### config.mk
export PLATFORM = sky130hd
export DESIGN_NAME = vpd_queue
export DESIGN_NICKNAME = d
export VERILOG_FILES = /design/src/sv/assert_macros.svh /design/src/sv/vpd_pkg.sv /design/src/sv/vpd_queue.sv
export SDC_FILE = /design/constraint.sdc
export NUM_CORES = 1
export LEC_CHECK = 0
export ABC_AREA = 1
export BUFFER_PORTS_ARGS = -buffer_cell sky130_fd_sc_hd__clkbuf_2
export CAP_MARGIN = 20
export CORE_ASPECT_RATIO = 1.75
export CORE_MARGIN = 2
export CORE_UTILIZATION = 57
export CTS_BUF_LIST = sky130_fd_sc_hd__clkbuf_4 sky130_fd_sc_hd__clkbuf_8 sky130_fd_sc_hd__clkbuf_16
export CTS_CLUSTER_SIZE = 20
export DETAILED_ROUTE_END_ITERATION = 10
export PLACE_DENSITY_LB_ADDON = 0.1
export SYNTH_ARGS = -nofsm -noshare
export SYNTH_HDL_FRONTEND = slang
export SYNTH_SLANG_ARGS = --single-unit
### constraint.sdc
create_clock -name clk -period 19.6 [get_ports clk]
set_input_delay 4.9 -clock clk [delete_from_list [all_inputs] [get_ports clk]]
set_output_delay 4.9 -clock clk [all_outputs]
set_load 0.005 [all_outputs]
### src/sv/assert_macros.svh
// ----------------------------------------------------------------------------
// Assertion macros
// Shorthand for the concurrent checks used in the vector pair distance core.
// ----------------------------------------------------------------------------
`ifndef ASSERT_MACROS_SVH
`define ASSERT_MACROS_SVH

// Antecedent implies consequent in the same cycle.
`define ASSERT_IMPLIES(label, clk, rst_n, ante, cons, msg) \
  label: assert property (@(posedge clk) disable iff (!rst_n) (ante) |-> (cons)) \
    else $error(msg);

// Antecedent implies consequent in the cycle after.
`define ASSERT_NEXT(label, clk, rst_n, ante, cons, msg) \
  label: assert property (@(posedge clk) disable iff (!rst_n) (ante) |=> (cons)) \
    else $error(msg);

`endif

### src/sv/vpd_pkg.sv
// ----------------------------------------------------------------------------
// vpd_pkg
// Shared widths, mode codes and record types of the vector pair distance core.
// ----------------------------------------------------------------------------
package vpd_pkg;

  localparam int ELEM_W        = 16;  // width of an element port
  localparam int ELEM_BITS_DEF = 16;  // default number of element bits in use
  localparam int MODE_W        = 2;
  localparam int SQ_W          = 42;
  localparam int ABS_W         = 26;
  localparam int DOT_W         = 42;
  localparam int NORM_W        = 41;
  localparam int DIST_W        = 42;
  localparam int COS_W         = 16;
  localparam int Q_DEPTH       = 2;

  typedef enum logic [MODE_W-1:0] {
    MODE_EUCLID    = 2'd0,
    MODE_SQEUCLID  = 2'd1,
    MODE_MANHATTAN = 2'd2,
    MODE_COSINE    = 2'd3
  } mode_t;

  // Sums of one finished vector pair, with the mode that applies to it.
  typedef struct packed {
    mode_t                     mode;
    logic [SQ_W-1:0]           sq;
    logic [ABS_W-1:0]          abs;
    logic signed [DOT_W-1:0]   dot;
    logic [NORM_W-1:0]         na;
    logic [NORM_W-1:0]         nb;
  } sums_t;

  typedef struct packed {
    logic  valid;
    sums_t rec;
  } push_t;

  typedef struct packed {
    logic  avail;
    sums_t rec;
  } head_t;

endpackage

### src/sv/vpd_queue.sv
// ----------------------------------------------------------------------------
// vpd_queue
// Two-entry queue of finished sums between the accumulator and the back end.
// ----------------------------------------------------------------------------
module vpd_queue (
  input  logic           clk,
  input  logic           rst_n,
  input  vpd_pkg::push_t push,
  input  logic           pop,
  output vpd_pkg::head_t head,
  output logic           full
);
  import vpd_pkg::*;

  localparam int PTR_W = $clog2(Q_DEPTH);
  localparam int CNT_W = $clog2(Q_DEPTH + 1);

  sums_t             entries [Q_DEPTH];
  logic [PTR_W-1:0]  wr_ptr_r, rd_ptr_r;
  logic [CNT_W-1:0]  count_r, count_nxt;

  assign full       = (count_r == CNT_W'(Q_DEPTH));
  assign head.avail = (count_r != '0);
  assign head.rec   = entries[rd_ptr_r];

  always_comb begin
    count_nxt = count_r;
    if (push.valid && !pop) begin
      count_nxt = count_r + 1'b1;
    end else if (pop && !push.valid) begin
      count_nxt = count_r - 1'b1;
    end
  end

  always_ff @(posedge clk) begin
    if (!rst_n) begin
      wr_ptr_r <= '0;
      rd_ptr_r <= '0;
      count_r  <= '0;
    end else begin
      count_r <= count_nxt;
      if (push.valid) begin
        wr_ptr_r <= (wr_ptr_r == PTR_W'(Q_DEPTH - 1)) ? '0 : wr_ptr_r + 1'b1;
      end
      if (pop) begin
        rd_ptr_r <= (rd_ptr_r == PTR_W'(Q_DEPTH - 1)) ? '0 : rd_ptr_r + 1'b1;
      end
    end
  end

  always_ff @(posedge clk) begin
    if (push.valid) begin
      entries[wr_ptr_r] <= push.rec;
    end
  end

endmodule

Yosys cells after proc, flatten, opt, wreduce, memory -nomap -nowiden
Memory sizes are Yosys's and may differ from the RTL's. A register that Yosys moved wholly into a read port is not among the register bits.
Cells that the tools add are included.
Operators by class
  reductions and logical operators: 6
  $add $sub $neg: 4
  eq/ne operators: 1
  multiplexer cells: 8
Operator list (number)
  $mux 1: 6
  $mux 2: 2
  $reduce_bool 2->1: 2
  $add 1x1->1 const B: 2
  $add 2x1->2 const B: 1
  $eq 2x2->1 const B: 1
  $logic_and 1x1->1: 2
  $logic_not 1->1: 2
  $sub 2x1->2 const B: 1
Storage, ports and cells
  output and inout port bits: 196
  bits in registers: 4
  logic and storage cells: 23
  input bits: 198
  RAM bits: 388
  memories kept: 1
Memories
  entries: words 2, width 194, read ports 1, clocked after memory_dff 1, write ports 1, line vpd_queue.sv:18  | sums_t entries [Q_DEPTH];

Logic depth before layout (Yosys ltp)
  depth after elaboration: 4
  gate-level depth with buffers: 8
  mapped depth without buffers: 8

Worst setup path after synthesis
Ideal clock, no wire load.
  path kind: input to register
  start: input push[194] (netlist bit)
  end: memory entries[0][0] (netlist bit), enable pin
  arrival time: 13.047 ns
  path buffers: 0
  required time: 18.843 ns
  cell stages on the path: 2
  setup slack: 5.796 ns
  cells stage by stage: inv_1 -> nor2_1
On the way
  word-level cells in the longest chain between the ends: 2
RTL lines
  start: declaration: line vpd_queue.sv:8  | input vpd_pkg::push_t push,
  $mux 1: line vpd_queue.sv:52  | if (push.valid) begin
  $mux 1 (not written as such): line vpd_queue.sv:53  | entries[wr_ptr_r] <= push.rec;
  end: declaration: line vpd_queue.sv:18
Every way passes these cells.

==> out/results.ini <==
[power_and_ir_drop]
comb_power_share_pct = 9.2
p_sw_share_pct = 20.0
intPower_mw = 1.51
ir_drop_mv = 0.0986
p_leak_nw = 7.39
p_sw_mw = 0.377
pwr-share-clk_pct = 38.4
pwr-share-seq_pct = 52.4
p_per_area_nw_per_um2 = 103

[floorplanning]
die-area_um2 = 27500
die-width_um = 126
core_area_um2 = 25900
die_h_um = 218
initial_core_util_pct = 57.6
pin_count = 394
rows = 78

[placement]
placed_area_um2 = 17100
place.gp.congestion = 0.793
port_buffers = 393
post-place-ws_ns = 11.65
dpl.hpwl_mm = 19.9

[setup_path]
end_kind = primary output
critPathMostFrequentCell = buf_4
required_ns = 14.70
r2r-start = wr_ptr_r$_SDFFE_PN0P_
cp_top_family = buffers and inverters
r2r_slack_ns = 16.93
cp.arrival_ns = 3.53
worst-path-buf-inv = 3
cp_max_fo = 62
start_kind = flip-flop
reg2reg_depth = 3
cpPeakStageDelay_ns = 0.93
rr_endpoint = entries[1][129]$_DFFE_PP_
crit_chain = buf_4 > buf_4 > mux2_4 > clkbuf_2
path_class = reg2out
critPathSlowestCell = buf_4

[route]
vias_per_cell = 5.25
vias = 7382
routed_wl_mm = 29.2
routedWlPerCell_um = 20.7
dr.pass1.iters = 4
drt_iter0_drc = 470
ant_nets = 0
route.detailed.drc = 0

[global_routing]
overflow = 0
grt_pass1_vias = 7528
globalRouteTotalUtil_pct = 20.4
grt_pass1_wl_mm = 42.0
antenna_found_initial = 10
grt_max_degree = 117

[sta]
skew_ns = 0.0122
whs_ns = 0.503
slew_headroom_pct = 27.2
setup_slack_ns = 11.17
setup_violations = 0
fin_tns_setup_ns = 0
hold_violations = 0
tightest_slew_ns = 1.09
rsz0062_at_grt = false
finalMaxSlewViolations = 0
min_period_ns = 8.43
fin_crit_sh_pct = 43.0
max_freq_mhz = 119

[clock_tree]
htreeDepth = 2
numCtsBuffers = 35
clk_latency_ns = 0.52
clk_pin_slew_ns = 0.07
cts-root-buf = clkbuf_16
cts_tree = yes
post_cts_resize_count = 0
postCtsSetupBuffers = 0
cts_max_path_buffers = 3
hold_buffers = 0
clock-sinks = 393

[synthesis]
synth-simple-area-share_pct = 0.504
ys_warn_count = 0
ys_types = 15
synthesis.nets = 838
syn_area_um2 = 14900
synthMuxAreaShare_pct = 18.7
synthCells = 639
synthTopCellsByArea = edfxtp_1 (78%), mux2_4 (16%), mux2_2 (2.6%)
yosysTopAreaCellShare_pct = 78.2
ys_ff_latch = 393
synth_fa_ha_area_share_pct = 0.0840
synth_top_family_by_area = multiplexers
synth-compound-area-share_pct = 0.0672
seq_area_frac_synth_pct = 78.9
synth_top_cell_by_area = edfxtp_1
syn_area_per_cell_um2 = 23.3
synth_xor_area_share_pct = 0

[layout]
drive_above_1_share_pct = 60.4
register_area_um2 = 11800
synthToLayoutAreaGrowth_pct = 23.3
multiInputGateArea_um2 = 2890
finalInstanceArea_um2 = 18400
fillers = 1682
fin_util_pct = 71.0
nets = 1254

[hold_path]
min_path_type = reg2reg
min-delay-start = rd_ptr_r$_SDFFE_PN0P_
hold-path-cell-count = 2
hold-path-endpoint = rd_ptr_r$_SDFFE_PN0P_

[flow_run]
maxCapViolations = 0

[run_status]
outcome = finished, final reports clean

[synthesized netlist by cell type]
cell type and instances:
edfxtp_1 388, o21ai_0 1, buf_8 1, nand2_1 9
buf_2 3, inv_1 8, nand4_1 1, mux2_4 160
mux2_2 34, a21oi_1 1, ha_1 1, nor2_1 8
dfxtp_1 5, nand3_1 1, buf_6 18
[area by class of cell]
cell class                      count  share of cell area (%)
Antenna cell                       10                   0.136
Clock buffer                       41                    5.20
Clock inverter                     18                    1.43
Inverter                            8                   0.204
Multi-Input combinational cell    216                    15.7
Sequential cell                   393                    64.0
Tap cell                          320                    2.18
Timing Repair Buffer              401                    11.1
[kinds of logic after synthesis]
logic type      Yosys count
compound gates            2
fa+ha+maj                 1
buf+inv                  30
flops                   393
mux                     194
simple gates             19
[worst max-delay path by stage]
stage,start,to,slack (ns),depth (start not counted)
floorplan,push[194],entries[0][0]$_DFFE_PP_,5.80,2
global placement,flip-flop,head[107],11.68,4
detailed placement,flip-flop,head[155],11.65,4
CTS,flip-flop,head[30],11.07,4
global route,flip-flop,head[50],10.94,4
finish,flip-flop,head[155],11.17,4
[power groups by stage]
stage | Sequential [mW] | Combinational, mW | Clock [mW]
6_report | 0.988 | 0.173 | 0.723
5_1_grt | 0.991 | 0.186 | 0.768
4_1_cts | 0.989 | 0.176 | 0.738
3_5_place_dp | 1.01 | 0.175 | 0
3_3_place_gp | 1.00 | 0.172 | 0
2_1_floorplan | 1.01 | 0.101 | 0
[registers in the layout, summed over array words and instances (netlist names), named ones only]
signal    flops
count_r       2
entries     388
rd_ptr_r      1
wr_ptr_r      1
[worst register-to-register path, cell delays in order (launching register included)]
cell and delay, ns:
dfxtp_1 0.40, nand2_1 0.18, inv_8 0.57, buf_4 1.10
[through the flow]
stage	total power, mW	instances
2_1_floorplan	1.11	639
3_3_place_gp	1.18	1337
3_5_place_dp	1.18	1337
4_1_cts	1.90	1396
5_1_grt	1.95	1406
6_report	1.88	1407
[cell usage in the layout, fill, tap and decap left out, types with 2 or more instances in the layout]
master        n
clkbuf_4      4
bufinv_16     7
mux2_4      160
buf_4         7
clkbuf_16    37
mux2_2       34
diode_2      10
nand2_1       9
inv_1         7
nor2_1        7
clkinv_1      6
dfxtp_1       4
clkbuf_2    393
clkinvlp_4    2
clkinv_2      3
edfxtp_1    388
[routing by layer]
layer | up-vias | part of all wire [%] | wire [µm] | GRT usage (%)
met5 | - | 0 | 0 | 0
met4 | 0 | 5.6 | 1640 | 12.5
met3 | 73 | 7.7 | 2250 | 6.01
met2 | 309 | 53 | 15300 | 35.0
met1 | 3623 | 34 | 9940 | 22.2
li1 | 3377 | - | - | -
(Power assumes the default switching activity.)
