==> src/sv/assert_macros.svh <==
// ----------------------------------------------------------------------------
// Assertion macros
// Shorthand for the concurrent checks used in the vector pair distance core.
// ----------------------------------------------------------------------------
`ifndef ASSERT_MACROS_SVH
`define ASSERT_MACROS_SVH

// Antecedent implies consequent in the same cycle.
`define ASSERT_IMPLIES(label, clk, rst_n, ante, cons, msg) \
  label: assert property (@(posedge clk) disable iff (!rst_n) (ante) |-> (cons)) \
    else $error(msg);

// Antecedent implies consequent in the cycle after.
`define ASSERT_NEXT(label, clk, rst_n, ante, cons, msg) \
  label: assert property (@(posedge clk) disable iff (!rst_n) (ante) |=> (cons)) \
    else $error(msg);

`endif

==> src/sv/vpd_pkg.sv <==
// ----------------------------------------------------------------------------
// vpd_pkg
// Shared widths, mode codes and record types of the vector pair distance core.
// ----------------------------------------------------------------------------
package vpd_pkg;

  localparam int ELEM_W        = 16;  // width of an element port
  localparam int ELEM_BITS_DEF = 16;  // default number of element bits in use
  localparam int MODE_W        = 2;
  localparam int SQ_W          = 42;
  localparam int ABS_W         = 26;
  localparam int DOT_W         = 42;
  localparam int NORM_W        = 41;
  localparam int DIST_W        = 42;
  localparam int COS_W         = 16;
  localparam int Q_DEPTH       = 2;

  typedef enum logic [MODE_W-1:0] {
    MODE_EUCLID    = 2'd0,
    MODE_SQEUCLID  = 2'd1,
    MODE_MANHATTAN = 2'd2,
    MODE_COSINE    = 2'd3
  } mode_t;

  // Sums of one finished vector pair, with the mode that applies to it.
  typedef struct packed {
    mode_t                     mode;
    logic [SQ_W-1:0]           sq;
    logic [ABS_W-1:0]          abs;
    logic signed [DOT_W-1:0]   dot;
    logic [NORM_W-1:0]         na;
    logic [NORM_W-1:0]         nb;
  } sums_t;

  typedef struct packed {
    logic  valid;
    sums_t rec;
  } push_t;

  typedef struct packed {
    logic  avail;
    sums_t rec;
  } head_t;

endpackage

==> src/sv/vpd_front.sv <==
// ----------------------------------------------------------------------------
// vpd_front
// Takes one element pair per item, forms the products in a register stage and
// keeps saturating running sums. The last item of a pair pushes the sums.
// ----------------------------------------------------------------------------
module vpd_front #(
  parameter int ELEM_BITS = vpd_pkg::ELEM_BITS_DEF
) (
  input  logic                       clk,
  input  logic                       rst_n,
  input  logic                       in_valid,
  output logic                       in_stall,
  input  logic [vpd_pkg::ELEM_W-1:0] in_a_element,
  input  logic [vpd_pkg::ELEM_W-1:0] in_b_element,
  input  logic                       in_last_element,
  input  vpd_pkg::mode_t             mode,
  output vpd_pkg::push_t             push,
  input  logic                       q_full
);
  import vpd_pkg::*;

  localparam int PW = 2 * ELEM_BITS;

  logic signed [ELEM_BITS-1:0] a_e;
  logic signed [ELEM_BITS-1:0] b_e;
  logic signed [ELEM_BITS:0]   diff;
  logic [ELEM_BITS:0]          diff_mag;
  logic [ELEM_BITS-1:0]        ad;
  logic [PW-1:0]               sq_prod;
  logic signed [PW-1:0]        aa_prod;
  logic signed [PW-1:0]        bb_prod;
  logic signed [PW-1:0]        ab_prod;

  logic                        vld_r;
  logic                        last_r;
  logic [ELEM_BITS-1:0]        ad_r;
  logic [PW-1:0]               sq_r;
  logic [PW-2:0]               aa_r;
  logic [PW-2:0]               bb_r;
  logic signed [PW-1:0]        ab_r;

  logic [SQ_W-1:0]             sq_sum_r,  sq_sum_nxt;
  logic [ABS_W-1:0]            abs_sum_r, abs_sum_nxt;
  logic signed [DOT_W-1:0]     dot_sum_r, dot_sum_nxt;
  logic [NORM_W-1:0]           na_sum_r,  na_sum_nxt;
  logic [NORM_W-1:0]           nb_sum_r,  nb_sum_nxt;

  logic [SQ_W:0]               sq_t;
  logic [ABS_W:0]              abs_t;
  logic signed [DOT_W:0]       dot_t;
  logic [NORM_W:0]             na_t;
  logic [NORM_W:0]             nb_t;
  logic                        adv;

  // Only the low ELEM_BITS bits of each element field carry the value.
  assign a_e      = in_a_element[ELEM_BITS-1:0];
  assign b_e      = in_b_element[ELEM_BITS-1:0];
  assign diff     = (ELEM_BITS+1)'(a_e) - (ELEM_BITS+1)'(b_e);
  assign diff_mag = diff[ELEM_BITS] ? (ELEM_BITS+1)'(-diff) : diff;
  assign ad       = diff_mag[ELEM_BITS-1:0];
  assign sq_prod  = PW'(ad) * PW'(ad);
  assign aa_prod  = PW'(a_e) * PW'(a_e);
  assign bb_prod  = PW'(b_e) * PW'(b_e);
  assign ab_prod  = PW'(a_e) * PW'(b_e);

  // The product stage holds when a last item waits for room in the queue.
  assign adv      = !(vld_r && last_r && q_full);
  assign in_stall = !adv;

  always_ff @(posedge clk) begin
    if (!rst_n) begin
      vld_r <= 1'b0;
    end else if (adv) begin
      vld_r <= in_valid;
    end
  end

  always_ff @(posedge clk) begin
    if (adv && in_valid) begin
      last_r <= in_last_element;
      ad_r   <= ad;
      sq_r   <= sq_prod;
      aa_r   <= aa_prod[PW-2:0];
      bb_r   <= bb_prod[PW-2:0];
      ab_r   <= ab_prod;
    end
  end

  always_comb begin
    sq_t  = {1'b0, sq_sum_r} + (SQ_W+1)'(sq_r);
    abs_t = {1'b0, abs_sum_r} + (ABS_W+1)'(ad_r);
    na_t  = {1'b0, na_sum_r} + (NORM_W+1)'(aa_r);
    nb_t  = {1'b0, nb_sum_r} + (NORM_W+1)'(bb_r);
    dot_t = (DOT_W+1)'(dot_sum_r) + (DOT_W+1)'(ab_r);

    sq_sum_nxt  = sq_t[SQ_W]     ? '1 : sq_t[SQ_W-1:0];
    abs_sum_nxt = abs_t[ABS_W]   ? '1 : abs_t[ABS_W-1:0];
    na_sum_nxt  = na_t[NORM_W]   ? '1 : na_t[NORM_W-1:0];
    nb_sum_nxt  = nb_t[NORM_W]   ? '1 : nb_t[NORM_W-1:0];
    if (dot_t[DOT_W] != dot_t[DOT_W-1]) begin
      dot_sum_nxt = dot_t[DOT_W] ? {1'b1, {(DOT_W-1){1'b0}}} : {1'b0, {(DOT_W-1){1'b1}}};
    end else begin
      dot_sum_nxt = dot_t[DOT_W-1:0];
    end

    push.valid    = vld_r && last_r && !q_full;
    push.rec.mode = mode;
    push.rec.sq   = sq_sum_nxt;
    push.rec.abs  = abs_sum_nxt;
    push.rec.dot  = dot_sum_nxt;
    push.rec.na   = na_sum_nxt;
    push.rec.nb   = nb_sum_nxt;
  end

  always_ff @(posedge clk) begin
    if (!rst_n) begin
      sq_sum_r  <= '0;
      abs_sum_r <= '0;
      dot_sum_r <= '0;
      na_sum_r  <= '0;
      nb_sum_r  <= '0;
    end else if (adv && vld_r) begin
      if (last_r) begin
        sq_sum_r  <= '0;
        abs_sum_r <= '0;
        dot_sum_r <= '0;
        na_sum_r  <= '0;
        nb_sum_r  <= '0;
      end else begin
        sq_sum_r  <= sq_sum_nxt;
        abs_sum_r <= abs_sum_nxt;
        dot_sum_r <= dot_sum_nxt;
        na_sum_r  <= na_sum_nxt;
        nb_sum_r  <= nb_sum_nxt;
      end
    end
  end

endmodule

==> config.mk <==
export PLATFORM = sky130hd
export DESIGN_NAME = vpd_front
export DESIGN_NICKNAME = d
export VERILOG_FILES = /design/src/sv/assert_macros.svh /design/src/sv/vpd_pkg.sv /design/src/sv/vpd_front.sv
export SDC_FILE = /design/constraint.sdc
export NUM_CORES = 2
export LEC_CHECK = 0
export BUFFER_PORTS_ARGS = -buffer_cell sky130_fd_sc_hd__buf_2
export CAP_MARGIN = 10
export CORE_MARGIN = 1.5
export CORE_UTILIZATION = 23
export CTS_BUF_LIST = sky130_fd_sc_hd__clkbuf_16
export DETAILED_ROUTE_END_ITERATION = 8
export GPL_ROUTABILITY_DRIVEN = 0
export PLACE_DENSITY = 0.49
export SYNTH_ARGS = -nofsm -noshare
export SYNTH_HDL_FRONTEND = slang
export SYNTH_SLANG_ARGS = --single-unit
==> constraint.sdc <==
create_clock -name clk -period 21.6 [get_ports clk]
set_input_delay 2.16 -clock clk [delete_from_list [all_inputs] [get_ports clk]]
set_output_delay 2.16 -clock clk [all_outputs]
set_load 0.005 [all_outputs]
Yosys cells after proc, flatten, opt, wreduce, memory -nomap -nowiden
Cells that the tools add are included.
{ "totals": {"out_inout_bits": 196, "wordCells": 43, "register_bits": 336, "in_bits": 39} }
{ "op_classes": {"eq_ne": 1, "mul": 4, "reduce_logical": 7, "n_addsub": 7, "n_mux": 12} }
{ "ops": {"columns": ["operator", "count"], "rows": [
  ["$mux 42", 5],
  ["$mux 41", 4],
  ["$add 42x32->43", 2],
  ["$add 41x31->42", 2],
  ["$mul 16x16->32", 2],
  ["$mul 16x16->31", 2],
  ["$mux 26", 2],
  ["$add 26x16->27", 1],
  ["$sub 16x16->17", 1],
  ["$mux 16", 1],
  ["$neg 16->16", 1],
  ["$logic_and 1x1->1", 5],
  ["$logic_not 1->1", 2],
  ["$ne 1x1->1", 1]
]} }

Longest topological paths before layout
{ "depth": {"word_depth": 4, "mapped_depth": 40, "ltp_nobuf": 38} }

Least setup slack after synthesis
No wires, ideal clock.
{ "synth_timing": {"path_kind": "input port to flip-flop", "from": "in in_a_element[1] (netlist bit)", "to": "reg sq_r[30], data pin", "setup_slack_ns": 10.367, "t_required_ns": 21.342, "path_buffers": 2, "setup_time_ns": 0.258, "cell_stages": 36, "arrival_time_ns": 10.976, "cell_sequence": "clkbuf_1 > clkinv_1 > clkbuf_1 > fa_1 > nor2b_1 > o31ai_2 > a221o_1 > nand3b_1 > a21bo_2 > a21oi_1 > and2_1 > xnor2_1 > clkinv_1 > nand2_1 > inv_1 > fa_1 > inv_1 > fa_1 > inv_1 > fa_1 > inv_1 > fa_1 > fa_1 > fa_1 > inv_1 > ha_1 > and4_1 > and3_1 > a21o_1 > o2111a_1 > o41ai_1 > o21ai_1 > nand4_1 > nand3b_1 > a21oi_1 > xnor2_1"} }
{ "synth_via": {"elab_chain_len": 4} }
{ "synth_lines": {"columns": ["item", "line_no", "text"], "rows": [
  ["start, declared", "vpd_front.sv:13", "input logic [vpd_pkg::ELEM_W-1:0] in_a_element,"],
  ["$sub 16x16->17 (*)", "vpd_front.sv:58", "assign diff = (ELEM_BITS+1)'(a_e) - (ELEM_BITS+1)'(b_e);"],
  ["$neg 16->16", "vpd_front.sv:59", "assign diff_mag = diff[ELEM_BITS] ? (ELEM_BITS+1)'(-diff) : diff;"],
  ["$mux 16 (*)", "vpd_front.sv:59", null],
  ["via diff_mag[3]", "vpd_front.sv:27", "logic [ELEM_BITS:0] diff_mag;"],
  ["$mul 16x16->32 (*)", "vpd_front.sv:61", "assign sq_prod = PW'(ad) * PW'(ad);"],
  ["via sq_prod[30]", "vpd_front.sv:29", "logic [PW-1:0] sq_prod;"],
  ["end signal, assigned", "vpd_front.sv:82", "sq_r <= sq_prod;"],
  ["end, declared", "vpd_front.sv:37", "logic [PW-1:0] sq_r;"]
]} }
Mark *: on every way through the listed nets, which the timed path passes. The rest lies on a longest branch.
A chain may end at the register's enable or synchronous reset.

Final worst setup path
{ "layout_timing": {"from": "in in_b_element[6] (netlist bit)", "to": "reg sq_r[30], data pin"} }
{ "layout_via": {"elab_chain_len": 4} }
{ "layout_lines": {"columns": ["item", "line_no", "text"], "rows": [
  ["start, declared", "vpd_front.sv:14", "input logic [vpd_pkg::ELEM_W-1:0] in_b_element,"],
  ["$sub 16x16->17 (*)", "vpd_front.sv:58", null],
  ["$neg 16->16", "vpd_front.sv:59", null],
  ["$mux 16 (*)", "vpd_front.sv:59", null],
  ["via diff_mag[8]", "vpd_front.sv:27", null],
  ["$mul 16x16->32 (*)", "vpd_front.sv:61", null],
  ["via sq_prod[30]", "vpd_front.sv:29", null]
]} }
Marked as above.

==> metrics.md <==
| Metric | Value |
|---|---|
| Register-to-register setup slack | `16.90 ns` |
| Top delay family on crit path | `adder cells` |
| Sum Neg Setup Slack | `0 ns` |
| Layout area overhead | `11.6%` |
| CTS Sinks | `332` |
| CTS resizes | `0` |
| Antenna violations before repair | `34` |
| Crit-path max cell delay | `0.69 ns` |
| Hold Path End | `dot_sum_r[6]` |
| H-tree levels | `2` |
| Residual DRC | `0` |
| Met3 wire length | `roughly 12000 um` |
| Clk_lat worst skew | `0.66 ns` |
| Largest net degree at the start of global routing | `76` |
| Asr flop ratio synth | `0%` |
| Met2 wire len | `between 70000 and 80000 um` |
| CP Capture Type | `flip-flop` |
| Post-synthesis cell area | `54400 um2` |
| DR top layer | `met5` |
| Clock slew seen by the registers of the worst setup and hold paths | `0.06 ns` |
| Total Nets Final | `7562` |
| Total GRT Usage | `13.6%` |
| Die W | `around 490 um` |
| Final setup viols | `0` |
| Worst r2r path cells | `11` |
| Hold_buf cts | `0` |
| Endpoints failing hold | `0` |
| FF-to-FF Start | `aa_r[10]` |
| Final WL | `162000 um` |
| Dpl hpwl | `131000 um` |
| Slew Viols, Final | `0` |
| Post-CTS setup buffers | `0` |
| Syn Area/Cell | `9.12 um2` |
| Clk root buf | `clkbuf_16` |
| Rel. slew slack | `between 20% and 30%` |
| Top cells by area, synth | `fa_1 33%, ha_1 12%, inv_1 8.3%` |
| Vias in the first global route | `around 43000` |
| CTS buffer count | `45` |
| Max cap viols | `0` |
| Via count | `41200` |
| Syn nets | `7421` |
| Core Area | `~240000 um2` |
| EDFF count, synth | `139` |
| Die height | `489 um` |
| Ys flop type | `dfxtp_1` |
| Hold path cells | `2` |
| WL met1 | `73100 um` |
| Hold crit path type | `reg2reg` |
| Layout cell share with drive strength beyond 1 | `6.90%` |
| Post-synthesis sequential area ratio | `between 10% and 20%` |
| Library cell with the highest instance count after synthesis | `inv_1` |
| Crit path DAT | `12.66 ns` |
| 1st-iter DRT viols | `2590` |
| Critical-path top delay cell | `o41ai_1` |
| Fin crit share | `56.7%` |
| Pre-antenna DRT Iters | `5` |
| CP required | `roughly 22 ns` |
| CTS Buffer Depth | `3` |
| Routed len/inst | `17.4 um` |
| Skew final | `0.0511 ns` |
| GR Overflow Total | `0` |
| Yosys reg bits | `332` |
| Worst-path fanout max | `26` |
| DRT antenna net count | `0` |
| Setup CP Type | `in2reg` |
| Synth top area share | `32.9%` |
| Cell variety after synth | `100` |
| Warnings, synthesis | `0` |
| Status | `completed` |
| Startpoint types | `input pin` |
| Buf/Inv on CP | `8` |
| HP Start | `dot_sum_r[6]` |
| Synth top cells by count | `1200 x inv_1, 893 x fa_1, 610 x nand2_1` |
| RSZ-0062 raised after global routing | `no` |
| Cells after synthesis | `5966` |
| Fmax | `a little over 80 MHz` |
| Slew @ Worst Pin | `1.07 ns` |
| First-pass GRT wire length | `252000 um` |
| Worst R2R End | `na_sum_r[22]` |
| Area leader, netlist | `fa_1` |
| I/O Buffers | `230` |
| Most frequent cell on the critical path | `fa_1` |
| Ports | `235` |
| Die area | `between 200000 and 250000 um2` |
| Row cnt | `178` |
| Via density per instance | `4.43` |
| CTS tree | `built` |
| Initial Utilization | `between 20% and 30%` |
| Tmin final | `~12 ns` |
## state kept, by name, summed over array words and instances, names as in the netlist, 16 cells and up
register / cells
aa_r: 30
na_sum_r: 41
ad_r: 16
ab_r: 32
dot_sum_r: 42
sq_sum_r: 42
bb_r: 30
sq_r: 30
abs_sum_r: 26
nb_sum_r: 41
## metrics by stage
stage	area, um2	hold WS, ns	instances	setup slack [ns]	utilization [%]
after floorplan	54400	0.429	5966	10.37	-
after global placement	59200	0.441	9209	8.99	25.2
after detailed placement	59200	0.451	9209	8.72	25.2
after CTS	60700	0.462	9293	9.42	25.8
after global routing	60700	0.477	9300	8.76	25.8
final	60700	0.462	9301	9.35	25.8
## cells by family (layout without fill, tap and decap cells)
kind of cell / after synthesis / in the layout / synth area share, %
adder cells (fa/ha/maj): 1428 / 1428 / 45.1
other: 0 / 7 / 0
XOR/XNOR: 316 / 316 / 5.10
AO/OA/AOI/OAI: 1003 / 1003 / 12.8
buffers and inverters: 1412 / 1590 / 9.89
multiplexers: 12 / 12 / 0.244
AND/OR/NAND/NOR: 1463 / 1463 / 12.1
flip-flops: 332 / 332 / 14.8
## layout make-up
cell class              count  area, um2
fillers                 25400     174000
multi-input cells        4222      41000
flip-flops and latches    332       8040
inverters                1218       4570
well taps                3150       3940
repair buffers            288       1590
clock buffers              46       1150
clock inverters            38        354
diodes                      7       17.5
## worst max path at each step
stage / start / to / slack, ns / cells past startpoint
after detailed placement: in_b_element[6] / sq_r[30] / 8.72 / 36
after floorplan: in_a_element[1] / sq_r[30] / 10.37 / 36
final: in_b_element[6] / sq_r[30] / 9.35 / 36
after global placement: in_b_element[6] / sq_r[30] / 8.99 / 36
after CTS: in_b_element[6] / sq_r[30] / 9.42 / 36
after global routing: in_b_element[6] / sq_r[26] / 8.76 / 35
## routing by layer
metal	vias up	track usage, %
met5	-	0
met4	22	3.57
met3	209	3.07
met2	990	21.8
met1	20600	18.2
li1	19400	-
## tightest hold or removal path: cells and delay by family, from the launching register on
family	cells	cell delay (ns)
and+or+nand+nor	1	0.04
DFF	1	0.33
AOI/OAI and AO/OA	1	0.06
## cells in the final DEF (no fill, tap or decap), types with 112 or more instances in the layout
master,netlist,routed
a21oi_1,215,215
nand2_1,610,610
a22o_1,137,137
o21ai_0,167,166
a21o_1,159,159
xnor2_1,203,203
xor2_1,112,112
edfxtp_1,139,139
nor2_1,399,399
fa_1,893,893
dfxtp_1,193,193
ha_1,523,523
buf_2,9,230
inv_1,1200,1208
Power is not shown: default switching activity piles up to over one toggle a cycle in this logic, so the estimate is an artifact.
