<file path="src/sv/assert_macros.svh">
// ----------------------------------------------------------------------------
// Assertion macros
// Shorthand for the concurrent checks used in the vector pair distance core.
// ----------------------------------------------------------------------------
`ifndef ASSERT_MACROS_SVH
`define ASSERT_MACROS_SVH

// Antecedent implies consequent in the same cycle.
`define ASSERT_IMPLIES(label, clk, rst_n, ante, cons, msg) \
  label: assert property (@(posedge clk) disable iff (!rst_n) (ante) |-> (cons)) \
    else $error(msg);

// Antecedent implies consequent in the cycle after.
`define ASSERT_NEXT(label, clk, rst_n, ante, cons, msg) \
  label: assert property (@(posedge clk) disable iff (!rst_n) (ante) |=> (cons)) \
    else $error(msg);

`endif

</file>
<file path="src/sv/vpd_pkg.sv">
// ----------------------------------------------------------------------------
// vpd_pkg
// Shared widths, mode codes and record types of the vector pair distance core.
// ----------------------------------------------------------------------------
package vpd_pkg;

  localparam int ELEM_W        = 16;  // width of an element port
  localparam int ELEM_BITS_DEF = 16;  // default number of element bits in use
  localparam int MODE_W        = 2;
  localparam int SQ_W          = 42;
  localparam int ABS_W         = 26;
  localparam int DOT_W         = 42;
  localparam int NORM_W        = 41;
  localparam int DIST_W        = 42;
  localparam int COS_W         = 16;
  localparam int Q_DEPTH       = 2;

  typedef enum logic [MODE_W-1:0] {
    MODE_EUCLID    = 2'd0,
    MODE_SQEUCLID  = 2'd1,
    MODE_MANHATTAN = 2'd2,
    MODE_COSINE    = 2'd3
  } mode_t;

  // Sums of one finished vector pair, with the mode that applies to it.
  typedef struct packed {
    mode_t                     mode;
    logic [SQ_W-1:0]           sq;
    logic [ABS_W-1:0]          abs;
    logic signed [DOT_W-1:0]   dot;
    logic [NORM_W-1:0]         na;
    logic [NORM_W-1:0]         nb;
  } sums_t;

  typedef struct packed {
    logic  valid;
    sums_t rec;
  } push_t;

  typedef struct packed {
    logic  avail;
    sums_t rec;
  } head_t;

endpackage

</file>
<file path="src/sv/vpd_back.sv">
// ----------------------------------------------------------------------------
// vpd_back
// Turns one set of sums into a result. Holds a shared 42x14 multiplier, a
// restoring divider and a bit-serial square root, run by a small sequencer.
// ----------------------------------------------------------------------------
module vpd_back (
  input  logic                             clk,
  input  logic                             rst_n,
  input  vpd_pkg::head_t                   head,
  output logic                             pop,
  output logic                             out_valid,
  input  logic                             out_stall,
  output logic [vpd_pkg::DIST_W-1:0]       out_distance,
  output logic signed [vpd_pkg::COS_W-1:0] out_cosine_q15,
  output logic                             out_zero_norm
);
  import vpd_pkg::*;

  localparam int MAG_W     = DOT_W;            // magnitude of the dot product
  localparam int CHUNK_W   = 14;               // multiplier digit
  localparam int MUL_STEPS = MAG_W / CHUNK_W;  // digits per product
  localparam int ACC_W     = 2 * MAG_W;
  localparam int DEN_W     = 2 * NORM_W;       // norm product
  localparam int NUM_W     = 2 * MAG_W - 1;    // dot magnitude squared
  localparam int QSHIFT    = 30;               // two Q15 fractions
  localparam int REM_W     = NUM_W + QSHIFT;
  localparam int QUO_W     = 31;               // quotients at or above 2^31 saturate
  localparam int SQ_OPW    = SQ_W;
  localparam int CNT_W     = 5;
  localparam logic [SQ_OPW-1:0] SQ_ONE_INIT = {2'b01, {(SQ_OPW-2){1'b0}}};
  localparam logic [COS_W:0]    COS_POS_MAX = 17'd32767;
  localparam logic [COS_W:0]    COS_NEG_MAG = 17'd32768;

  typedef enum logic [5:0] {
    S_IDLE = 6'b000001,
    S_MUL  = 6'b000010,
    S_CHK  = 6'b000100,
    S_DIV  = 6'b001000,
    S_SQRT = 6'b010000,
    S_OUT  = 6'b100000
  } state_t;

  state_t                   state_r, state_nxt;
  mode_t                    mode_r, mode_nxt;
  logic                     neg_r, neg_nxt;
  logic                     phase_r, phase_nxt;
  logic [CNT_W-1:0]         cnt_r, cnt_nxt;
  logic [MAG_W-1:0]         mag_r, mag_nxt;
  logic [MAG_W-1:0]         mul_a_r, mul_a_nxt;
  logic [MAG_W-1:0]         mul_b_r, mul_b_nxt;
  logic [ACC_W-1:0]         acc_r, acc_nxt;
  logic [DEN_W-1:0]         den_r, den_nxt;
  logic [REM_W-1:0]         rem_r, rem_nxt;
  logic [REM_W-1:0]         dsh_r, dsh_nxt;
  logic [QUO_W-1:0]         quo_r, quo_nxt;
  logic [SQ_OPW-1:0]        sq_op_r, sq_op_nxt;
  logic [SQ_OPW-1:0]        sq_res_r, sq_res_nxt;
  logic [SQ_OPW-1:0]        sq_one_r, sq_one_nxt;
  logic [DIST_W-1:0]        dist_r, dist_nxt;
  logic signed [COS_W-1:0]  cos_r, cos_nxt;
  logic                     zn_r, zn_nxt;

  logic [MAG_W+CHUNK_W-1:0] mul_prod;
  logic [ACC_W-1:0]         acc_step;
  logic                     div_ge;
  logic [REM_W-1:0]         rem_sub;
  logic [QUO_W-1:0]         quo_step;
  logic [SQ_OPW-1:0]        sq_trial;
  logic                     sq_ge;
  logic [SQ_OPW-1:0]        sq_res_step;
  logic [COS_W:0]           root_q;
  logic [COS_W:0]           q_lim;
  logic signed [COS_W-1:0]  cos_root;
  logic [MAG_W-1:0]         head_mag;

  // Most significant digit first, so the accumulator shifts left each step.
  assign mul_prod = (MAG_W+CHUNK_W)'(mul_a_r) * (MAG_W+CHUNK_W)'(mul_b_r[MAG_W-1 -: CHUNK_W]);
  assign acc_step = {acc_r[ACC_W-CHUNK_W-1:0], {CHUNK_W{1'b0}}} + ACC_W'(mul_prod);

  assign div_ge   = (rem_r >= dsh_r);
  assign rem_sub  = rem_r - dsh_r;
  assign quo_step = {quo_r[QUO_W-2:0], div_ge};

  assign sq_trial    = sq_res_r + sq_one_r;
  assign sq_ge       = (sq_op_r >= sq_trial);
  assign sq_res_step = sq_ge ? (sq_res_r >> 1) + sq_one_r : (sq_res_r >> 1);

  // The cosine root stays below 46341, so 17 bits hold it.
  assign root_q = sq_res_step[COS_W:0];

  always_comb begin
    if (neg_r) begin
      q_lim    = (root_q > COS_NEG_MAG) ? COS_NEG_MAG : root_q;
      cos_root = COS_W'(~q_lim + 1'b1);
    end else begin
      q_lim    = (root_q > COS_POS_MAX) ? COS_POS_MAX : root_q;
      cos_root = q_lim[COS_W-1:0];
    end
  end

  assign head_mag = head.rec.dot[DOT_W-1] ? MAG_W'(-head.rec.dot) : MAG_W'(head.rec.dot);

  always_comb begin
    state_nxt  = state_r;
    mode_nxt   = mode_r;
    neg_nxt    = neg_r;
    phase_nxt  = phase_r;
    cnt_nxt    = cnt_r;
    mag_nxt    = mag_r;
    mul_a_nxt  = mul_a_r;
    mul_b_nxt  = mul_b_r;
    acc_nxt    = acc_r;
    den_nxt    = den_r;
    rem_nxt    = rem_r;
    dsh_nxt    = dsh_r;
    quo_nxt    = quo_r;
    sq_op_nxt  = sq_op_r;
    sq_res_nxt = sq_res_r;
    sq_one_nxt = sq_one_r;
    dist_nxt   = dist_r;
    cos_nxt    = cos_r;
    zn_nxt     = zn_r;
    pop        = 1'b0;

    case (state_r)
      S_IDLE: begin
        if (head.avail) begin
          pop        = 1'b1;
          mode_nxt   = head.rec.mode;
          dist_nxt   = '0;
          cos_nxt    = '0;
          zn_nxt     = 1'b0;
          sq_res_nxt = '0;
          sq_one_nxt = SQ_ONE_INIT;
          case (head.rec.mode)
            MODE_EUCLID: begin
              sq_op_nxt = head.rec.sq;
              state_nxt = S_SQRT;
            end
            MODE_SQEUCLID: begin
              dist_nxt  = head.rec.sq;
              state_nxt = S_OUT;
            end
            MODE_MANHATTAN: begin
              dist_nxt  = DIST_W'(head.rec.abs);
              state_nxt = S_OUT;
            end
            default: begin
              if ((head.rec.na == '0) || (head.rec.nb == '0)) begin
                zn_nxt    = 1'b1;
                state_nxt = S_OUT;
              end else begin
                neg_nxt   = head.rec.dot[DOT_W-1];
                mag_nxt   = head_mag;
                mul_a_nxt = MAG_W'(head.rec.na);
                mul_b_nxt = MAG_W'(head.rec.nb);
                acc_nxt   = '0;
                cnt_nxt   = CNT_W'(MUL_STEPS - 1);
                phase_nxt = 1'b0;
                state_nxt = S_MUL;
              end
            end
          endcase
        end
      end

      // First the norm product, then the squared dot magnitude.
      S_MUL: begin
        acc_nxt   = acc_step;
        mul_b_nxt = mul_b_r << CHUNK_W;
        cnt_nxt   = cnt_r - 1'b1;
        if (cnt_r == '0) begin
          if (!phase_r) begin
            den_nxt   = acc_step[DEN_W-1:0];
            mul_a_nxt = mag_r;
            mul_b_nxt = mag_r;
            acc_nxt   = '0;
            cnt_nxt   = CNT_W'(MUL_STEPS - 1);
            phase_nxt = 1'b1;
          end else begin
            rem_nxt   = {acc_step[NUM_W-1:0], {QSHIFT{1'b0}}};
            dsh_nxt   = REM_W'({den_r, {QUO_W{1'b0}}});
            state_nxt = S_CHK;
          end
        end
      end

      // A quotient of 2^31 or more saturates the cosine.
      S_CHK: begin
        if (div_ge) begin
          cos_nxt   = neg_r ? COS_W'(~COS_NEG_MAG + 1'b1) : COS_POS_MAX[COS_W-1:0];
          state_nxt = S_OUT;
        end else begin
          dsh_nxt   = dsh_r >> 1;
          quo_nxt   = '0;
          cnt_nxt   = CNT_W'(QUO_W - 1);
          state_nxt = S_DIV;
        end
      end

      S_DIV: begin
        if (div_ge) begin
          rem_nxt = rem_sub;
        end
        quo_nxt = quo_step;
        dsh_nxt = dsh_r >> 1;
        cnt_nxt = cnt_r - 1'b1;
        if (cnt_r == '0) begin
          sq_op_nxt = SQ_OPW'(quo_step);
          state_nxt = S_SQRT;
        end
      end

      S_SQRT: begin
        if (sq_ge) begin
          sq_op_nxt = sq_op_r - sq_trial;
        end
        sq_res_nxt = sq_res_step;
        sq_one_nxt = sq_one_r >> 2;
        if (sq_one_r[0]) begin
          if (mode_r == MODE_EUCLID) begin
            dist_nxt = DIST_W'(sq_res_step);
          end else begin
            cos_nxt = cos_root;
          end
          state_nxt = S_OUT;
        end
      end

      S_OUT: begin
        if (!out_stall) begin
          state_nxt = S_IDLE;
        end
      end

      default: begin
        state_nxt = S_IDLE;
      end
    endcase
  end

  always_ff @(posedge clk) begin
    if (!rst_n) begin
      state_r <= S_IDLE;
    end else begin
      state_r <= state_nxt;
    end
  end

  always_ff @(posedge clk) begin
    mode_r   <= mode_nxt;
    neg_r    <= neg_nxt;
    phase_r  <= phase_nxt;
    cnt_r    <= cnt_nxt;
    mag_r    <= mag_nxt;
    mul_a_r  <= mul_a_nxt;
    mul_b_r  <= mul_b_nxt;
    acc_r    <= acc_nxt;
    den_r    <= den_nxt;
    rem_r    <= rem_nxt;
    dsh_r    <= dsh_nxt;
    quo_r    <= quo_nxt;
    sq_op_r  <= sq_op_nxt;
    sq_res_r <= sq_res_nxt;
    sq_one_r <= sq_one_nxt;
    dist_r   <= dist_nxt;
    cos_r    <= cos_nxt;
    zn_r     <= zn_nxt;
  end

  assign out_valid      = (state_r == S_OUT);
  assign out_distance   = dist_r;
  assign out_cosine_q15 = cos_r;
  assign out_zero_norm  = zn_r;

endmodule

</file>
<file path="config.mk">
export PLATFORM = sky130hd
export DESIGN_NAME = vpd_back
export DESIGN_NICKNAME = d
export VERILOG_FILES = /design/src/sv/assert_macros.svh /design/src/sv/vpd_pkg.sv /design/src/sv/vpd_back.sv
export SDC_FILE = /design/constraint.sdc
export NUM_CORES = 2
export LEC_CHECK = 0
export BUFFER_PORTS_ARGS = -buffer_cell sky130_fd_sc_hd__buf_4
export CORE_MARGIN = 4
export CORE_UTILIZATION = 55
export CTS_CLUSTER_DIAMETER = 50
export DETAILED_ROUTE_END_ITERATION = 8
export MAX_ROUTING_LAYER = met4
export PLACE_DENSITY = 0.74
export SLEW_MARGIN = 40
export SYNTH_ARGS = -nofsm -noshare
export SYNTH_HDL_FRONTEND = slang
export SYNTH_SLANG_ARGS = --single-unit
</file>
<file path="constraint.sdc">
create_clock -name clk -period 18.9 [get_ports clk]
set_clock_uncertainty 0.15 [all_clocks]
set_input_delay 0 -clock clk [delete_from_list [all_inputs] [get_ports clk]]
set_output_delay 0 -clock clk [all_outputs]
set_load 0.02 [all_outputs]
</file>
# After elaboration in Yosys (flattened, before gate mapping)
# Index checks and enable logic that the tools add are counted.
# op_classes
addsub	8
multipliers	1
order_cmp	4
n_eq_ne	24
mux	78
bitwise	4
reduce_logical	31
# op_table
operator	n
$mux 42	20
$mux 113	6
$pmux 42 s2	6
$mux 69	5
$pmux 113 s3	1
$pmux 113 s2	1
$pmux 69 s2	1
$mux 16	8
$pmux 42 s3	1
$ge 113x113->1	1
$sub 113x113->113	1
$add 83x56->83	1
$logic_not 41->1	2
$pmux 30 s2	1
$mul 42x14->56	1
$mux 6	8
$pmux 16 s3	1
$add 41x42->42	1
$add 42x42->42	1
$ge 42x42->1	1
$neg 42->42	1
$sub 42x42->42	1
$mux 41	1
$pmux 6 s6	1
other kinds (35)	78
# word_totals
register_bits	733
elab_cells	170

# Longest topological paths before layout
# logic_depth
depth_word	11
ltp_mapped	33

# Least setup slack after synthesis
# Ideal clock, no wire load.
# synth_path
path_type	reg-to-reg
start	register rem_r[54]
end	register dsh_r[0] (enable)
arrival_time_ps	8246
required_ps	18127
path_slack_ps	9881
stages_incl_launch_ff	15
period_less_slack_ps	9019
cell_sequence	edfxtp_1 -> ha_1 -> clkbuf_1 -> a21o_1 -> a21o_1 -> a221oi_1 -> o221ai_1 -> a21oi_1 -> nor2_1 -> a211o_1 -> a21oi_1 -> a21oi_1 -> o21a_1 -> o21a_1 -> a21oi_1
# synth_between
elab_chain_len	3
# synth_rtl
element	line	source
start: declaration	vpd_back.sv:53	logic [REM_W-1:0] rem_r, rem_nxt;
start signal: assignment	vpd_back.sv:260	rem_r <= rem_nxt;
$ge 113x113->1	vpd_back.sv:80	assign div_ge = (rem_r >= dsh_r);
$ne 2x2->1 (no line)	--	
$reduce_and 4->1 (no line)	--	
end signal: assignment	vpd_back.sv:261	dsh_r <= dsh_nxt;
end: declaration	vpd_back.sv:54	logic [REM_W-1:0] dsh_r, dsh_nxt;
# Every way passes these cells.
# A chain may end at the register's enable or synchronous reset.

# Worst setup path after layout
# layout_path
start	register mul_b_r[28]
end	register rem_r[98] (data pin)
# layout_between
elab_chain_len	5
# layout_rtl
element	line	source
start: declaration	vpd_back.sv:50	logic [MAG_W-1:0] mul_b_r, mul_b_nxt;
start signal: assignment	vpd_back.sv:257	mul_b_r <= mul_b_nxt;
$mul 42x14->56	vpd_back.sv:77	assign mul_prod = (MAG_W+CHUNK_W)'(mul_a_r) * (MAG_W+CHUNK_W)'(mul_b_r[MAG_W-1 -: CHUNK_W]);
$add 83x56->83	vpd_back.sv:78	assign acc_step = {acc_r[ACC_W-CHUNK_W-1:0], {CHUNK_W{1'b0}}} + ACC_W'(mul_prod);
via acc_step[68]	vpd_back.sv:64	logic [ACC_W-1:0] acc_step;
$mux 113	vpd_back.sv:173	if (!phase_r) begin
$mux 113	vpd_back.sv:172	if (cnt_r == '0) begin
$pmux 113 s2	vpd_back.sv:125	case (state_r)
via rem_nxt[98]	vpd_back.sv:53	
# The timed path passes the listed nets, and every way through them passes these cells. The select of a mux whose other input is x is not followed.

==> results.toml <==
[routing]
dr.pass1.iters = 7
drc = 0
vias_per_cell = 5.95
via_count = 49900
wl_per_cell_um = 21.0
postRouteAntennaNets = 0
drt_iter0_drc = 4485
wl_um = 176000

[run_status]
run_status = "completed"

[timing]
maxSlewHeadroom_pct = 40.3
fin_crit_ps = 8660
setup_viol = 0
hold_violations = 0
period_share_pct = 45.8
slew_violations = 0
rsz0062_at_grt = "no"
tightest_slew_ps = 895
setup_tns_ps = 0
max_freq_ghz = 0.115

[yosys]
synth-edff-count = 706
yosysTopAreaCell = "edfxtp_1"
ys_types = 104
synthTopCellsByArea = "edfxtp_1 34%, fa_1 17%, ha_1 6.9%"
synth_seq_area_share_pct = 34.7
synth_most_common_cell = "nand2_1"
ys_async_sr_fraction_pct = 0
yosys-top-cells-count = "1010 x nand2_1, 778 x inv_1, 706 x edfxtp_1"
ys_warn_count = 0
synthFlopType = "edfxtp_1"
synth_cells = 6399
avgSynthCellArea_um2 = 9.61
syn_nets = 7457
synth_top_area_share_pct = 34.5
ys_seq_elements = 712
synth.cell_area_um2 = 61500

[critical_path]
worstPathMaxFanout = 42
r2r_end = "rem_r[98]"
critPathCapture = "rem_r[98]"
cp-startpoint = "mul_b_r[28]"
crit_top_cell = "fa_1"
cpLargestDelayFamily = "adder cells"
max_stage_delay_ps = 670
cp_num_buf_inv = 7
r2r_start = "mul_b_r[28]"
cp.required_ps = 19310
critical_path_depth = 27
critPathArrivalTime_ps = 9080
cp_slowest_cell = "a2111oi_1"
r2r_slack_ps = 10240
endpoint_kind = "flip-flop"
critPathKind = "flip-flop to flip-flop"
reg2regPathDepth = 27
crit_path_start_kind = "flip-flop"

[clock_network]
insertion_delay_ps = 700
cts_root_buf = "clkbuf_16"
cts_max_path_buffers = 3
path_clk_slew_ps = 60
cts_tree = "built"
numClockSinks = 712
cts_buffers = 97
htreeDepth = 3

[flow_run]
drv_cap = 0

[final_layout]
drive_above_1_share_pct = 8.35
fill_cells = 8780
stdcell_count = 8394
area_growth_pct = 16.0
stdcell_area_um2 = 71300
finalNetCount = 7875

[die]
die_h_um = 342
die_w_um = 342
start_util_pct = 55.5
rows = 122
io_pins = 259
fp.coreArea_um2 = 111000
dieArea_um2 = 117000

[global_route]
grt_max_degree = 197
overflow = 0
grt_pass1_wl_um = 277000
antenna_found_initial = 4
grt_use_total_pct = 30.6
grt_pass1_vias = 50600

[place]
place.gp.congestion = 0.986
port_buffers = 258
placed_cells = 7867
dpl.hpwl_um = 127000
post_dp_cell_area_um2 = 64500

[min_path]
hp-class = "primary input to flip-flop"
==> metrics by stage <==
step	hold slack [ps]	util (%)	worst slack [ps]
after global placement	59.9	58.2	10500
after CTS	0.107	64.3	10410
after floorplan	-73.8	-	9880
after detailed placement	66.6	58.2	10440
final	28.3	64.3	10240
after global routing	27.8	64.3	9800
==> flip-flops by register name, summed over array words and instances (netlist names), 21 cells and up <==
signal	count
dsh_r	113
rem_r	113
den_r	82
acc_r	69
mag_r	42
mul_a_r	42
mul_b_r	42
out_distance	42
sq_op_r	42
sq_res_r	42
quo_r	30
sq_one_r	21
==> worst min path at each step <==
stage               from     endpoint  slack [ps]  cells after the start
6_report       head[185]  sq_op_r[35]          30                      4
5_1_grt        head[152]   sq_op_r[2]          30                      3
4_1_cts         head[65]  mul_a_r[24]         0.1                      4
3_5_place_dp   head[193]    mode_r[1]          70                      1
3_3_place_gp   head[193]    mode_r[1]          60                      1
2_1_floorplan      rst_n   state_r[0]         -70                      1
==> timing repair <==
item | CTS | global route
gates resized for setup | 0 | 0
buffers inserted | 0 | 0
setup endpoints to repair | 0 | 0
hold endpoints to repair | 221 | 0
hold buffers | 338 | 0
==> per-layer routing <==
metal | global-route usage, % | routed length (µm) | vias to the layer above
li1 | - | - | 22500
met1 | 38.9 | 70700 | 24500
met2 | 49.2 | 84100 | 2328
met3 | 5.29 | 13700 | 528
met4 | 12.3 | 7500 | 0
met5 | - | 0 | -
==> final cells by class <==
cell class              count  area, µm²  share of cell area [%]
clock inverters            70        858                    1.20
repair buffers            646       5760                    8.08
flip-flops and latches    712      21300                    29.9
diodes                      7       17.5                  0.0246
well taps                1488       1860                    2.61
multi-input cells        4581      36100                    50.6
clock buffers             111       2490                    3.49
inverters                 779       2930                    4.10
==> kinds of logic (layout without fill, tap and decap cells) <==
| group | count (synthesis) | count (layout) | share of synthesized area (%) |
|---|---|---|---|
| AND/OR/NAND/NOR | 2086 | 2086 | 15.8 |
| AO/OA/AOI/OAI | 1252 | 1252 | 13.2 |
| flip-flops | 712 | 712 | 34.7 |
| multiplexers | 38 | 38 | 0.692 |
| XOR/XNOR | 345 | 345 | 4.91 |
| adder cells (fa/ha/maj) | 860 | 860 | 23.9 |
| other | 0 | 7 | 0 |
| buffers and inverters | 1106 | 1606 | 6.91 |
==> worst register-to-register path, stage by stage (launching register included) <==
cell and delay [ps]:
edfxtp_1 320, buf_4 420, nand2_1 210, fa_1 550, inv_1 70, fa_1 500
fa_1 510, inv_1 50, fa_1 520, inv_1 50, fa_1 480, inv_1 50
fa_1 490, inv_1 40, ha_1 460, a21oi_1 130, o21ai_0 320, a41o_1 220
a21oi_1 120, o31a_1 310, a2111oi_1 670, buf_4 250, o21ai_1 80, a21o_1 250
a21boi_2 420, and3_1 240, xor2_1 390, mux2_2 240
==> layout by cell type (no fill, tap or decap), types with 41 or more instances in the layout <==
cell	synthesis	layout
a221o_1	51	51
edfxtp_1	706	706
nor2b_1	43	43
a31oi_1	79	79
inv_1	778	777
fa_1	522	522
nor2_1	330	325
nor4_1	41	41
nand4_1	97	97
a21oi_1	294	291
nor3_1	49	47
dlygate4sd3_1	1	338
a21o_1	173	173
nand2_1	1010	1007
ha_1	338	338
o21ai_0	334	333
o21bai_1	56	56
buf_4	3	299
xnor2_1	219	219
nand3_1	58	58
clkbuf_16	0	97
xor2_1	126	126
and2_1	290	290
Power is left out: the tool's default activity adds up to more than one toggle a clock period on the data nets, which glitch-free logic cannot reach.
